File: src/rtl/core/efc_pkg.sv
`default_nettype none
package efc_pkg;
    localparam int unsigned POS_W = 32;
    localparam int unsigned VEC_W = 16;
    localparam int unsigned YAW_W = 21;
    localparam int unsigned PIT_W = 20;
    localparam int unsigned ANG_W = 27;
    localparam int unsigned CRD_W = 34;
    localparam int unsigned ATAN_COUNT = 24;

    localparam logic [YAW_W-1:0] YAW_FULL = 21'd1474560;
    localparam logic [YAW_W-1:0] YAW_RESET = 21'd245760;
    localparam int signed YAW_HALF = 737280;
    localparam int signed QUARTER = 368640;
    localparam int signed PITCH_LIM = 364544;
    localparam logic signed [CRD_W-1:0] GAIN_Q30 = 34'sd652032874;
    localparam logic signed [VEC_W-1:0] Q14_ONE = 16'sd16384;

    localparam logic ACT_MOVE = 1'b0;
    localparam logic ACT_TURN = 1'b1;

    localparam logic [2:0] DIR_FWD = 3'd0;
    localparam logic [2:0] DIR_DOWN = 3'd5;

    typedef logic signed [VEC_W-1:0] vec_t;
    typedef logic signed [POS_W-1:0] pos_t;

    function automatic logic signed [ANG_W-1:0] atan_deg(input logic [4:0] i);
        logic signed [ANG_W-1:0] r;
        begin
            case (i)
                5'd0: r = 27'sd2949120;
                5'd1: r = 27'sd1740967;
                5'd2: r = 27'sd919879;
                5'd3: r = 27'sd466945;
                5'd4: r = 27'sd234379;
                5'd5: r = 27'sd117304;
                5'd6: r = 27'sd58666;
                5'd7: r = 27'sd29335;
                5'd8: r = 27'sd14668;
                5'd9: r = 27'sd7334;
                5'd10: r = 27'sd3667;
                5'd11: r = 27'sd1833;
                5'd12: r = 27'sd917;
                5'd13: r = 27'sd458;
                5'd14: r = 27'sd229;
                5'd15: r = 27'sd115;
                5'd16: r = 27'sd57;
                5'd17: r = 27'sd29;
                5'd18: r = 27'sd14;
                5'd19: r = 27'sd7;
                5'd20: r = 27'sd4;
                5'd21: r = 27'sd2;
                5'd22: r = 27'sd1;
                default: r = '0;
            endcase
            return r;
        end
    endfunction
endpackage
`default_nettype wire

File: src/rtl/core/efc_mul.sv
`default_nettype none
// shift-and-add signed multiplier, one multiplier bit per cycle
module efc_mul
    import efc_pkg::*;
#(
    parameter int unsigned AW = 34,
    parameter int unsigned BW = 34
)
(
    input  wire                       clk,
    input  wire                       rst_n,
    input  wire                       start,
    input  wire  signed [AW-1:0]      a,
    input  wire  signed [BW-1:0]      b,
    output logic                      done,
    output logic signed [AW+BW-1:0]   prod
);
    localparam int unsigned CW = $clog2(BW + 1);
    logic [CW-1:0] cnt_reg;
    logic busy_reg;
    logic signed [AW+BW-1:0] acc_reg;
    logic signed [AW+BW-1:0] mcand_reg;
    logic [BW-1:0] mplier_reg;
    logic signed [AW+BW-1:0] addend;

    // top multiplier bit has negative weight
    always_comb
    begin
        if (!mplier_reg[0])
            addend = '0;
        else if (cnt_reg == CW'(BW - 1))
            addend = -mcand_reg;
        else
            addend = mcand_reg;
    end

    always_ff @(posedge clk or negedge rst_n)
    begin
        if (!rst_n)
        begin
            busy_reg <= 1'b0;
            cnt_reg <= '0;
            done <= 1'b0;
        end
        else
        begin
            done <= busy_reg && !start && (cnt_reg == CW'(BW - 1));
            if (start)
            begin
                busy_reg <= 1'b1;
                cnt_reg <= '0;
            end
            else if (busy_reg)
            begin
                cnt_reg <= cnt_reg + 1'b1;
                if (cnt_reg == CW'(BW - 1))
                    busy_reg <= 1'b0;
            end
        end
    end

    always_ff @(posedge clk)
    begin
        if (start)
        begin
            acc_reg <= '0;
            mcand_reg <= (AW+BW)'(a);
            mplier_reg <= b;
        end
        else if (busy_reg)
        begin
            acc_reg <= acc_reg + addend;
            mcand_reg <= mcand_reg <<< 1;
            mplier_reg <= mplier_reg >> 1;
        end
    end

    assign prod = acc_reg;
endmodule
`default_nettype wire

File: src/rtl/core/euler_fly_camera_update_top.sv
`default_nettype none
// Fly camera block: keeps position (Q16.16), yaw/pitch (degrees Q.12) and the
// front/side/head basis (Q2.14). The action flag travels on s_tuser. Every
// multiply goes through one 34-bit shift-and-add multiplier, one bit a cycle.
// A turn item takes two multiplies for the angle update, a yaw reduction,
// two CORDIC passes and four basis multiplies. A move item takes one velocity
// multiply and three component multiplies; an undefined direction goes straight
// to output. One item is in work at a time; the result waits in an output
// register while the next item is taken and worked on. After reset the block
// first builds the initial basis before it accepts an item.
module euler_fly_camera_update_top
    import efc_pkg::*;
#(
    parameter int unsigned TRIG_STEPS = 16
)
(
    input  wire          clk,
    input  wire          rst_n,
    input  wire          cfg_we,
    input  wire  [0:0]   cfg_index,
    input  wire  [15:0]  cfg_data,
    input  wire          s_tvalid,
    output logic         s_tready,
    // move_dir, time_step, pointer_dx, pointer_dy
    input  wire  [55:0]  s_tdata,
    // action
    input  wire  [0:0]   s_tuser,
    output logic         m_tvalid,
    input  wire          m_tready,
    // pos_x, pos_y, pos_z, front_x..z, side_x..z, head_x..z
    output logic [239:0] m_tdata
);
    localparam logic [3:0] ST_IDLE = 4'd0;
    localparam logic [3:0] ST_SENS = 4'd1;
    localparam logic [3:0] ST_ANG = 4'd2;
    localparam logic [3:0] ST_CORD = 4'd3;
    localparam logic [3:0] ST_BAS = 4'd4;
    localparam logic [3:0] ST_VEL = 4'd5;
    localparam logic [3:0] ST_STEP = 4'd6;
    localparam logic [3:0] ST_OUT = 4'd7;
    localparam int unsigned SW = $clog2(TRIG_STEPS + 1);
    localparam int unsigned NSTEP = (TRIG_STEPS < ATAN_COUNT) ? TRIG_STEPS : ATAN_COUNT;

    logic [3:0] st_reg;
    logic [15:0] speed_reg, sens_reg;
    pos_t pos_reg [3];
    logic [YAW_W-1:0] yaw_reg;
    logic signed [PIT_W-1:0] pitch_reg;
    vec_t bas_reg [9];
    logic [2:0] dir_reg;
    logic [15:0] ts_reg;
    logic signed [15:0] dx_reg, dy_reg;
    logic [3:0] sub_reg;
    logic [SW-1:0] it_reg;
    logic signed [CRD_W-1:0] cx_reg, cy_reg, cy_c_reg, sy_c_reg, cp_c_reg, sp_c_reg;
    logic signed [ANG_W-1:0] z_reg;
    logic flip_reg, which_reg, mul_go_reg, in_item_reg;
    logic mul_go_next;
    logic out_load;
    logic signed [47:0] dxs_reg;
    logic signed [35:0] vel_reg;
    logic out_full_reg;
    logic [239:0] out_reg;

    logic signed [CRD_W-1:0] ma, mb;
    logic signed [2*CRD_W-1:0] mp;
    logic mdone;

    efc_mul #(.AW(CRD_W), .BW(CRD_W)) u_mul (
        .clk(clk), .rst_n(rst_n), .start(mul_go_reg), .a(ma), .b(mb),
        .done(mdone), .prod(mp)
    );

    function automatic logic signed [CRD_W-1:0] fshift(input logic signed [CRD_W-1:0] v,
                                                     input logic [SW-1:0] s);
        return v >>> s;
    endfunction

    function automatic vec_t rq14(input logic signed [2*CRD_W-1:0] v, input int unsigned s);
        logic signed [2*CRD_W-1:0] r;
        begin
            r = (v + ((2*CRD_W)'(1) <<< (s - 1))) >>> s;
            if (r > (2*CRD_W)'(16384))
                r = (2*CRD_W)'(16384);
            if (r < -(2*CRD_W)'(16384))
                r = -(2*CRD_W)'(16384);
            return VEC_W'(r);
        end
    endfunction

    // angle folding before rotation
    logic signed [ANG_W-1:0] a_in, a_f;
    logic flip_c;
    always_comb
    begin
        if (which_reg)
            a_in = ANG_W'(pitch_reg);
        else
            a_in = ANG_W'($signed({1'b0, yaw_reg}));
        if (a_in > ANG_W'(YAW_HALF))
            a_in = a_in - ANG_W'($signed({1'b0, YAW_FULL}));
        flip_c = 1'b0;
        a_f = a_in;
        if (a_in > ANG_W'(QUARTER))
        begin
            a_f = a_in - ANG_W'(YAW_HALF);
            flip_c = 1'b1;
        end
        else if (a_in < -ANG_W'(QUARTER))
        begin
            a_f = a_in + ANG_W'(YAW_HALF);
            flip_c = 1'b1;
        end
    end

    // multiplier operand select
    always_comb
    begin
        ma = '0;
        mb = '0;
        case (st_reg)
            ST_SENS:
            begin
                ma = sub_reg[0] ? CRD_W'(dy_reg) : CRD_W'(dx_reg);
                mb = CRD_W'({1'b0, sens_reg});
            end
            ST_BAS:
            begin
                ma = sub_reg[1] ? sp_c_reg : cp_c_reg;
                mb = sub_reg[0] ? sy_c_reg : cy_c_reg;
            end
            ST_VEL:
            begin
                ma = CRD_W'({1'b0, speed_reg});
                mb = CRD_W'({1'b0, ts_reg});
            end
            ST_STEP:
            begin
                ma = CRD_W'(bas_reg[{1'b0, dir_reg[2:1], 1'b0} + {2'b00, dir_reg[2:1]}
                                    + {2'b00, sub_reg[1:0]}]);
                mb = CRD_W'(vel_reg);
            end
            default: ;
        endcase
    end

    // multiplier start for the next cycle
    always_comb
    begin
        case (st_reg)
            ST_IDLE:
                mul_go_next = s_tvalid && s_tready
                              && (s_tuser[0] == ACT_TURN || s_tdata[2:0] <= DIR_DOWN);
            ST_SENS: mul_go_next = mdone && !sub_reg[0];
            ST_CORD: mul_go_next = (it_reg == SW'(NSTEP)) && which_reg;
            ST_BAS: mul_go_next = mdone && (sub_reg[1:0] != 2'd3);
            ST_VEL: mul_go_next = mdone;
            ST_STEP: mul_go_next = mdone && (sub_reg[1:0] != 2'd2);
            default: mul_go_next = 1'b0;
        endcase
    end

    logic signed [48:0] yw_t;
    logic signed [48:0] pt_t;
    logic signed [2*CRD_W-1:0] stp;
    logic signed [33:0] psum;
    logic [1:0] k;
    always_comb
    begin
        k = sub_reg[1:0];
        stp = (dir_reg[0] ? -mp : mp) + (2*CRD_W)'(1 <<< 21);
        stp = stp >>> 22;
        psum = 34'(pos_reg[k]) + 34'(stp);
        if (psum > 34'sd2147483647)
            psum = 34'sd2147483647;
        if (psum < -34'sd2147483648)
            psum = -34'sd2147483648;
        yw_t = 49'($signed({1'b0, yaw_reg})) + 49'(dxs_reg);
        pt_t = 49'(pitch_reg) + 49'(mp);
        if (pt_t > 49'(PITCH_LIM))
            pt_t = 49'(PITCH_LIM);
        if (pt_t < -49'(PITCH_LIM))
            pt_t = -49'(PITCH_LIM);
    end

    // yaw reduction by repeated subtraction or addition of shifted multiples of 360 degrees
    logic signed [48:0] ymod_reg;
    logic [4:0] yk_reg;

    assign s_tready = (st_reg == ST_IDLE) && !in_item_reg;
    assign m_tvalid = out_full_reg;
    assign m_tdata = out_reg;
    assign out_load = (st_reg == ST_OUT) && in_item_reg && (!out_full_reg || m_tready);

    always_ff @(posedge clk or negedge rst_n)
    begin
        if (!rst_n)
        begin
            st_reg <= ST_ANG;
            speed_reg <= 16'd256;
            sens_reg <= 16'd1229;
            pos_reg[0] <= '0;
            pos_reg[1] <= '0;
            pos_reg[2] <= '0;
            yaw_reg <= YAW_RESET;
            pitch_reg <= '0;
            sub_reg <= '0;
            it_reg <= '0;
            which_reg <= 1'b0;
            mul_go_reg <= 1'b0;
            in_item_reg <= 1'b0;
            out_full_reg <= 1'b0;
            yk_reg <= '0;
        end
        else
        begin
            mul_go_reg <= mul_go_next;
            if (cfg_we)
            begin
                if (cfg_index == 1'b0)
                    speed_reg <= cfg_data;
                else
                    sens_reg <= cfg_data;
            end
            if (out_load)
                out_full_reg <= 1'b1;
            else if (m_tready)
                out_full_reg <= 1'b0;
            case (st_reg)
                ST_IDLE:
                begin
                    if (s_tvalid && s_tready)
                    begin
                        in_item_reg <= 1'b1;
                        dir_reg <= s_tdata[2:0];
                        ts_reg <= s_tdata[18:3];
                        dx_reg <= s_tdata[34:19];
                        dy_reg <= s_tdata[50:35];
                        sub_reg <= '0;
                        if (s_tuser[0] == ACT_TURN)
                            st_reg <= ST_SENS;
                        else if (s_tdata[2:0] > DIR_DOWN)
                            st_reg <= ST_OUT;
                        else
                            st_reg <= ST_VEL;
                    end
                end
                ST_SENS:
                begin
                    if (mdone)
                    begin
                        if (sub_reg[0] == 1'b0)
                        begin
                            // dx*sens stored negated: added to yaw later
                            dxs_reg <= -48'(mp);
                            sub_reg <= 4'd1;
                        end
                        else
                        begin
                            pitch_reg <= PIT_W'(pt_t);
                            ymod_reg <= yw_t;
                            yk_reg <= 5'd20;
                            sub_reg <= 4'd2;
                        end
                    end
                    else if (sub_reg == 4'd2)
                    begin
                        // one restoring step per cycle toward [0, 360)
                        if (ymod_reg < 0)
                            ymod_reg <= ymod_reg + (49'($signed({1'b0, YAW_FULL})) <<< yk_reg);
                        else if (ymod_reg >= (49'($signed({1'b0, YAW_FULL})) <<< yk_reg))
                            ymod_reg <= ymod_reg - (49'($signed({1'b0, YAW_FULL})) <<< yk_reg);
                        else if (yk_reg != 5'd0)
                            yk_reg <= yk_reg - 1'b1;
                        else
                        begin
                            yaw_reg <= YAW_W'(ymod_reg);
                            which_reg <= 1'b0;
                            sub_reg <= '0;
                            st_reg <= ST_ANG;
                        end
                    end
                end
                ST_ANG:
                begin
                    cx_reg <= GAIN_Q30;
                    cy_reg <= '0;
                    z_reg <= a_f <<< 4;
                    flip_reg <= flip_c;
                    it_reg <= '0;
                    st_reg <= ST_CORD;
                end
                ST_CORD:
                begin
                    if (it_reg == SW'(NSTEP))
                    begin
                        if (!which_reg)
                        begin
                            cy_c_reg <= flip_reg ? -cx_reg : cx_reg;
                            sy_c_reg <= flip_reg ? -cy_reg : cy_reg;
                            which_reg <= 1'b1;
                            st_reg <= ST_ANG;
                        end
                        else
                        begin
                            cp_c_reg <= flip_reg ? -cx_reg : cx_reg;
                            sp_c_reg <= flip_reg ? -cy_reg : cy_reg;
                            sub_reg <= '0;
                            st_reg <= ST_BAS;
                        end
                    end
                    else
                    begin
                        it_reg <= it_reg + 1'b1;
                        if (z_reg >= 0)
                        begin
                            cx_reg <= cx_reg - fshift(cy_reg, it_reg);
                            cy_reg <= cy_reg + fshift(cx_reg, it_reg);
                            z_reg <= z_reg - atan_deg(5'(it_reg));
                        end
                        else
                        begin
                            cx_reg <= cx_reg + fshift(cy_reg, it_reg);
                            cy_reg <= cy_reg - fshift(cx_reg, it_reg);
                            z_reg <= z_reg + atan_deg(5'(it_reg));
                        end
                    end
                end
                ST_BAS:
                begin
                    if (mdone)
                    begin
                        case (sub_reg[1:0])
                            2'd0: bas_reg[0] <= rq14(mp, 46);
                            2'd1: bas_reg[1] <= rq14(mp, 46);
                            2'd2: bas_reg[6] <= rq14(-mp, 46);
                            default: bas_reg[7] <= rq14(-mp, 46);
                        endcase
                        if (sub_reg[1:0] == 2'd3)
                        begin
                            bas_reg[2] <= rq14((2*CRD_W)'(sp_c_reg), 16);
                            bas_reg[3] <= rq14((2*CRD_W)'(sy_c_reg), 16);
                            bas_reg[4] <= rq14(-(2*CRD_W)'(cy_c_reg), 16);
                            bas_reg[5] <= '0;
                            bas_reg[8] <= rq14((2*CRD_W)'(cp_c_reg), 16);
                            st_reg <= ST_OUT;
                        end
                        else
                            sub_reg <= sub_reg + 1'b1;
                    end
                end
                ST_VEL:
                begin
                    if (mdone)
                    begin
                        vel_reg <= 36'(mp);
                        sub_reg <= '0;
                        st_reg <= ST_STEP;
                    end
                end
                ST_STEP:
                begin
                    if (mdone)
                    begin
                        pos_reg[k] <= POS_W'(psum);
                        if (k == 2'd2)
                            st_reg <= ST_OUT;
                        else
                            sub_reg <= sub_reg + 1'b1;
                    end
                end
                ST_OUT:
                begin
                    if (!in_item_reg)
                        st_reg <= ST_IDLE;
                    else if (out_load)
                    begin
                        in_item_reg <= 1'b0;
                        st_reg <= ST_IDLE;
                    end
                end
                default: st_reg <= ST_IDLE;
            endcase
        end
    end

    always_ff @(posedge clk)
    begin
        if (out_load)
            out_reg <= {bas_reg[8], bas_reg[7], bas_reg[6], bas_reg[5], bas_reg[4],
                        bas_reg[3], bas_reg[2], bas_reg[1], bas_reg[0],
                        pos_reg[2], pos_reg[1], pos_reg[0]};
    end
endmodule
`default_nettype wire

File: config.mk
export PLATFORM = sky130hd
export DESIGN_NAME = euler_fly_camera_update_top
export DESIGN_NICKNAME = d
export VERILOG_FILES = /design/src/rtl/core/efc_pkg.sv /design/src/rtl/core/efc_mul.sv /design/src/rtl/core/euler_fly_camera_update_top.sv
export SDC_FILE = /design/constraint.sdc
export NUM_CORES = 2
export LEC_CHECK = 0
export BUFFER_PORTS_ARGS = -buffer_cell sky130_fd_sc_hd__buf_2
export CAP_MARGIN = 20
export CORE_MARGIN = 2
export CORE_UTILIZATION = 45
export DETAILED_ROUTE_END_ITERATION = 7
export MAX_ROUTING_LAYER = met4
export PLACE_DENSITY = 0.71
export SYNTH_ARGS = -nofsm -noshare
export SYNTH_HDL_FRONTEND = slang
export SYNTH_SLANG_ARGS = --single-unit
File: constraint.sdc
create_clock -name clk -period 14.14 [get_ports clk]
set_clock_uncertainty 0.2 [all_clocks]
set_input_delay 0.707 -clock clk [delete_from_list [all_inputs] [get_ports clk]]
set_output_delay 0.707 -clock clk [all_outputs]
set_load 0.03 [all_outputs]
==> flow_summary.yaml <==
synth:
  synth_edf_count: 868
  netlist-cell-type-count: 105
  yosys_most_used_dff: "edfxtp_1"
  synthesis.area_um2: 77100
  synth.avg_cell_area_um2: 9.76
  synth_cells: 7893
  synth-async-reset-ratio: 0.175
  postSynthRegisterBits: 1134
  synth.yosys.seq_area_share: 0.420
  number_of_warnings_issued_by_yosys: 0
hold_path:
  worst_hold_path.endpoint: "sens_reg[11]$_DFFE_PN0P_"
  min-delay-path-class: "primary input to flop"
  holdCritStartpoint: "cfg_data[11]"
  worst_hold_path.num_cells: 2
die:
  chipHeight_um: 418
  die_area_um2: 175000
  ioPinCount: 321
  initial_core_utilization: 0.454
  core_um2: 170000
  die-width_um: 418
  row_count: 151
global_routing:
  initial_antenna_violation_count: 10
  grt.overflow.total: 0
  grt_first_pass_wirelength_mm: 363
  groute.usage.overall: 0.275
  vias_in_the_first_global_route: 59200
  grt_start_max_net_pins: 158
drt:
  drt-wirelength-per-cell_um: 23.4
  vias_per_cell: 6.15
  totalWireLength_mm: 242
  route.vias.total: 63700
  route.antenna.remaining_nets: 0
  drtIter0Drc: 7081
  firstDrtPassIters: 6
  post-route-drc-count: 0
cells_and_area:
  layout.cells.non_filler: 10400
  largest_reg_flops: 224
  area.sequential_um2: 32400
  multiInputGateArea_um2: 41800
  num-nets-final: 8486
  final_layout_size_suffix_gt1_frac: 0.116
  flow.area_growth_from_synthesis_pct: 10.6
  fill_cells: 15300
power_and_ir_drop:
  static-leakage-power_nw: 32.8
  power.ir.vdd_worst_mv: 0.162
  power_per_cell_area_nw_per_um2: 210
cts:
  tritoncts: "yes"
  clockRootBuffer: "clkbuf_16"
  maximum_root_to_sink_buffer_count: 3
  clock_latency_ns: 0.79
  numClockSinks: 1134
  clk_pin_slew_worst_paths_ns: 0.06
  cts.htree.levels: 3
  cts_inserted_buffers: 121
critical_path:
  cp.required_ns: 14.61
  timing.critical_path.fanout_max: 75
  r2r_slack_ns: 5.28
  timing.critical_path.from_type: "flop"
  rr_worst_depth: 25
  rr_endpoint: "pos_reg[66]$_DFFE_PN0P_"
  timing_worst_setup_path_type: "flop to flop"
  timing.critical_path.to_type: "flop"
  worst_reg2reg_path_startpoint: "u_mul.prod[4]$_SDFFE_PP0P_"
  timing.critical_path.arrival_ns: 9.33
timing:
  transition_time_at_the_pin_with_the_least_slew_margin_ns: 1.19
  setup_tns_ns: 0
  finalCritPeriodShare: 0.627
  grt_setup_unrepaired: "false"
  achievable-frequency_ghz: 0.113
  timing.final.hold_violations: 0
  finalMaxSlewViolations: 0
  timing.slew.headroom: 0.204
  setup_viol: 0
  period_minus_slack_ns: 8.86
run_status:
  run_status: "complete, no violations"
placement:
  post-place-cells: 10100
  place_hpwl_mm: 182
  portBuffers: 299
  final_weighted_congestion_of_routability_driven_global_placement: 0.994
job:
  timing.max_cap.violations: 0
[cells by family after synthesis]
group,Yosys count,share of synthesized area
and+or+nand+nor,2449,0.154
muxes,465,0.0775
DFF,1134,0.420
other,1,0.0000487
adders and majority gates,383,0.0632
xor gates and xnor gates,715,0.0813
AOI/OAI and AO/OA,1987,0.164
buffers and inverters,759,0.0389
[worst max-delay path, stage by stage (launching register included)]
cell and delay, ns:
dfxtp_1 0.45, or4_1 0.72, or3_1 0.69, nor4_1 0.62, xnor2_1 0.22, or3b_2 0.48
a2111o_1 0.49, nor2_1 0.20, nand2_1 0.16, nor4_1 0.61, mux2i_1 0.31, xor2_1 0.19
ha_1 0.32, a21o_1 0.20, a21o_1 0.16, a21oi_1 0.19, nand3_1 0.10, nor3_1 0.31
o31ai_1 0.16, xnor2_1 0.18, and3b_1 0.20, or2_1 0.28, a21oi_4 0.12, buf_4 0.58
o21bai_1 0.21, mux2_2 0.30
[where the power goes]
group	switching, mW	internal [mW]	leakage, nW
Clock	1.49	1.93	2.06
Sequential	0.780	4.33	11.2
Combinational	5.67	3.70	19.5
Total	7.94	9.95	32.8
[repair_timing]
| action | in CTS | in global routing |
|---|---|---|
| buffers inserted | 0 | 0 |
| endpoints found under the hold margin | 113 | 0 |
| resized for setup | 0 | 0 |
| hold buffers | 56 | 0 |
[synthesized netlist by cell type (all sizes together), types with 21 or more instances]
| cell | instances | area share |
|---|---|---|
| a21oi | 459 | 0.030 |
| and2 | 125 | 0.010 |
| xor2 | 254 | 0.029 |
| a211oi | 40 | 0.0040 |
| nand2 | 751 | 0.037 |
| nor2b | 54 | 0.0044 |
| or3 | 63 | 0.0051 |
| inv | 307 | 0.015 |
| dfrtp | 186 | 0.060 |
| o21ai | 542 | 0.035 |
| mux2 | 121 | 0.018 |
| xnor2 | 461 | 0.052 |
| o211ai | 38 | 0.0037 |
| clkbuf | 351 | 0.017 |
| o31ai | 125 | 0.012 |
| nand4 | 96 | 0.0078 |
| a221oi | 36 | 0.0041 |
| o21a | 53 | 0.0052 |
| nand3 | 170 | 0.011 |
| o22ai | 103 | 0.0084 |
| a31oi | 71 | 0.0058 |
| nor2 | 619 | 0.030 |
| or4 | 37 | 0.0038 |
| buf | 99 | 0.0067 |
| nand2b | 90 | 0.0073 |
| o41ai | 31 | 0.0035 |
| mux2i | 251 | 0.033 |
| a41oi | 22 | 0.0025 |
| nor4 | 92 | 0.0084 |
| ha | 373 | 0.061 |
| and3 | 90 | 0.0073 |
| dfxtp | 68 | 0.018 |
| nor3 | 134 | 0.0088 |
| edfxtp | 868 | 0.34 |
| mux4 | 93 | 0.027 |
| a21boi | 31 | 0.0031 |
| nor3b | 21 | 0.0021 |
| a21o | 161 | 0.016 |
| a22oi | 23 | 0.0024 |
| or2 | 37 | 0.0030 |
| o21bai | 58 | 0.0057 |
[routing by layer]
metal  share of wire  track usage  up-vias  routed length (um)
met4           0.041        0.105        0                9860
li1                -            -    29400                   -
met1            0.42        0.366    31100              102000
met3           0.074       0.0354      419               18000
met2            0.46        0.431     2779              113000
met5               0            -        -                   0
[metrics by stage]
stage	utilization	worst slack [ns]	power, mW	hold slack [ns]	instance area, um^2
global placement	0.473	5.44	14.1	0.226	80300
CTS	0.502	5.39	17.8	0.0451	85100
finish	0.502	5.28	17.9	0.0837	85200
detailed placement	0.473	5.44	14.3	0.230	80300
floorplan	-	2.80	11.9	0.211	77100
global route	0.502	4.71	19.0	0.0525	85200
[final cells by class]
type	instances	area share
clock inverters	94	0.0131
inverters	309	0.0136
clock buffers	136	0.0367
well taps	2218	0.0326
repair buffers	443	0.0323
diodes	7	0.000206
multi-input cells	6015	0.491
flip-flops and latches	1134	0.381
[layout by cell type, fill, tap and decap left out, types with 176 or more instances in the layout]
master	netlist	routed
a21oi_1	458	457
buf_2	27	299
dfrtp_1	186	176
edfxtp_1	868	868
ha_1	373	373
inv_1	306	304
mux2i_1	251	251
nand2_1	751	751
nor2_1	609	603
o21ai_0	502	502
xnor2_1	461	461
xor2_1	254	254
[how the worst max path moves through the flow]
stage / cells past startpoint / slack, ns / to / startpoint
global placement: 25 / 5.44 / pos_reg[66]$_DFFE_PN0P_ / u_mul.prod[0]$_SDFFE_PP0P_
CTS: 25 / 5.39 / pos_reg[66]$_DFFE_PN0P_ / u_mul.prod[4]$_SDFFE_PP0P_
floorplan: 3 / 2.80 / m_tdata[0]$_DFFE_PP_ / st_reg[1]$_DFFE_PN1P_
global route: 25 / 4.71 / pos_reg[66]$_DFFE_PN0P_ / u_mul.prod[4]$_SDFFE_PP0P_
detailed placement: 25 / 5.44 / pos_reg[66]$_DFFE_PN0P_ / u_mul.prod[0]$_SDFFE_PP0P_
finish: 25 / 5.28 / pos_reg[66]$_DFFE_PN0P_ / u_mul.prod[4]$_SDFFE_PP0P_
Note: power is estimated with default switching activity, not from simulation.
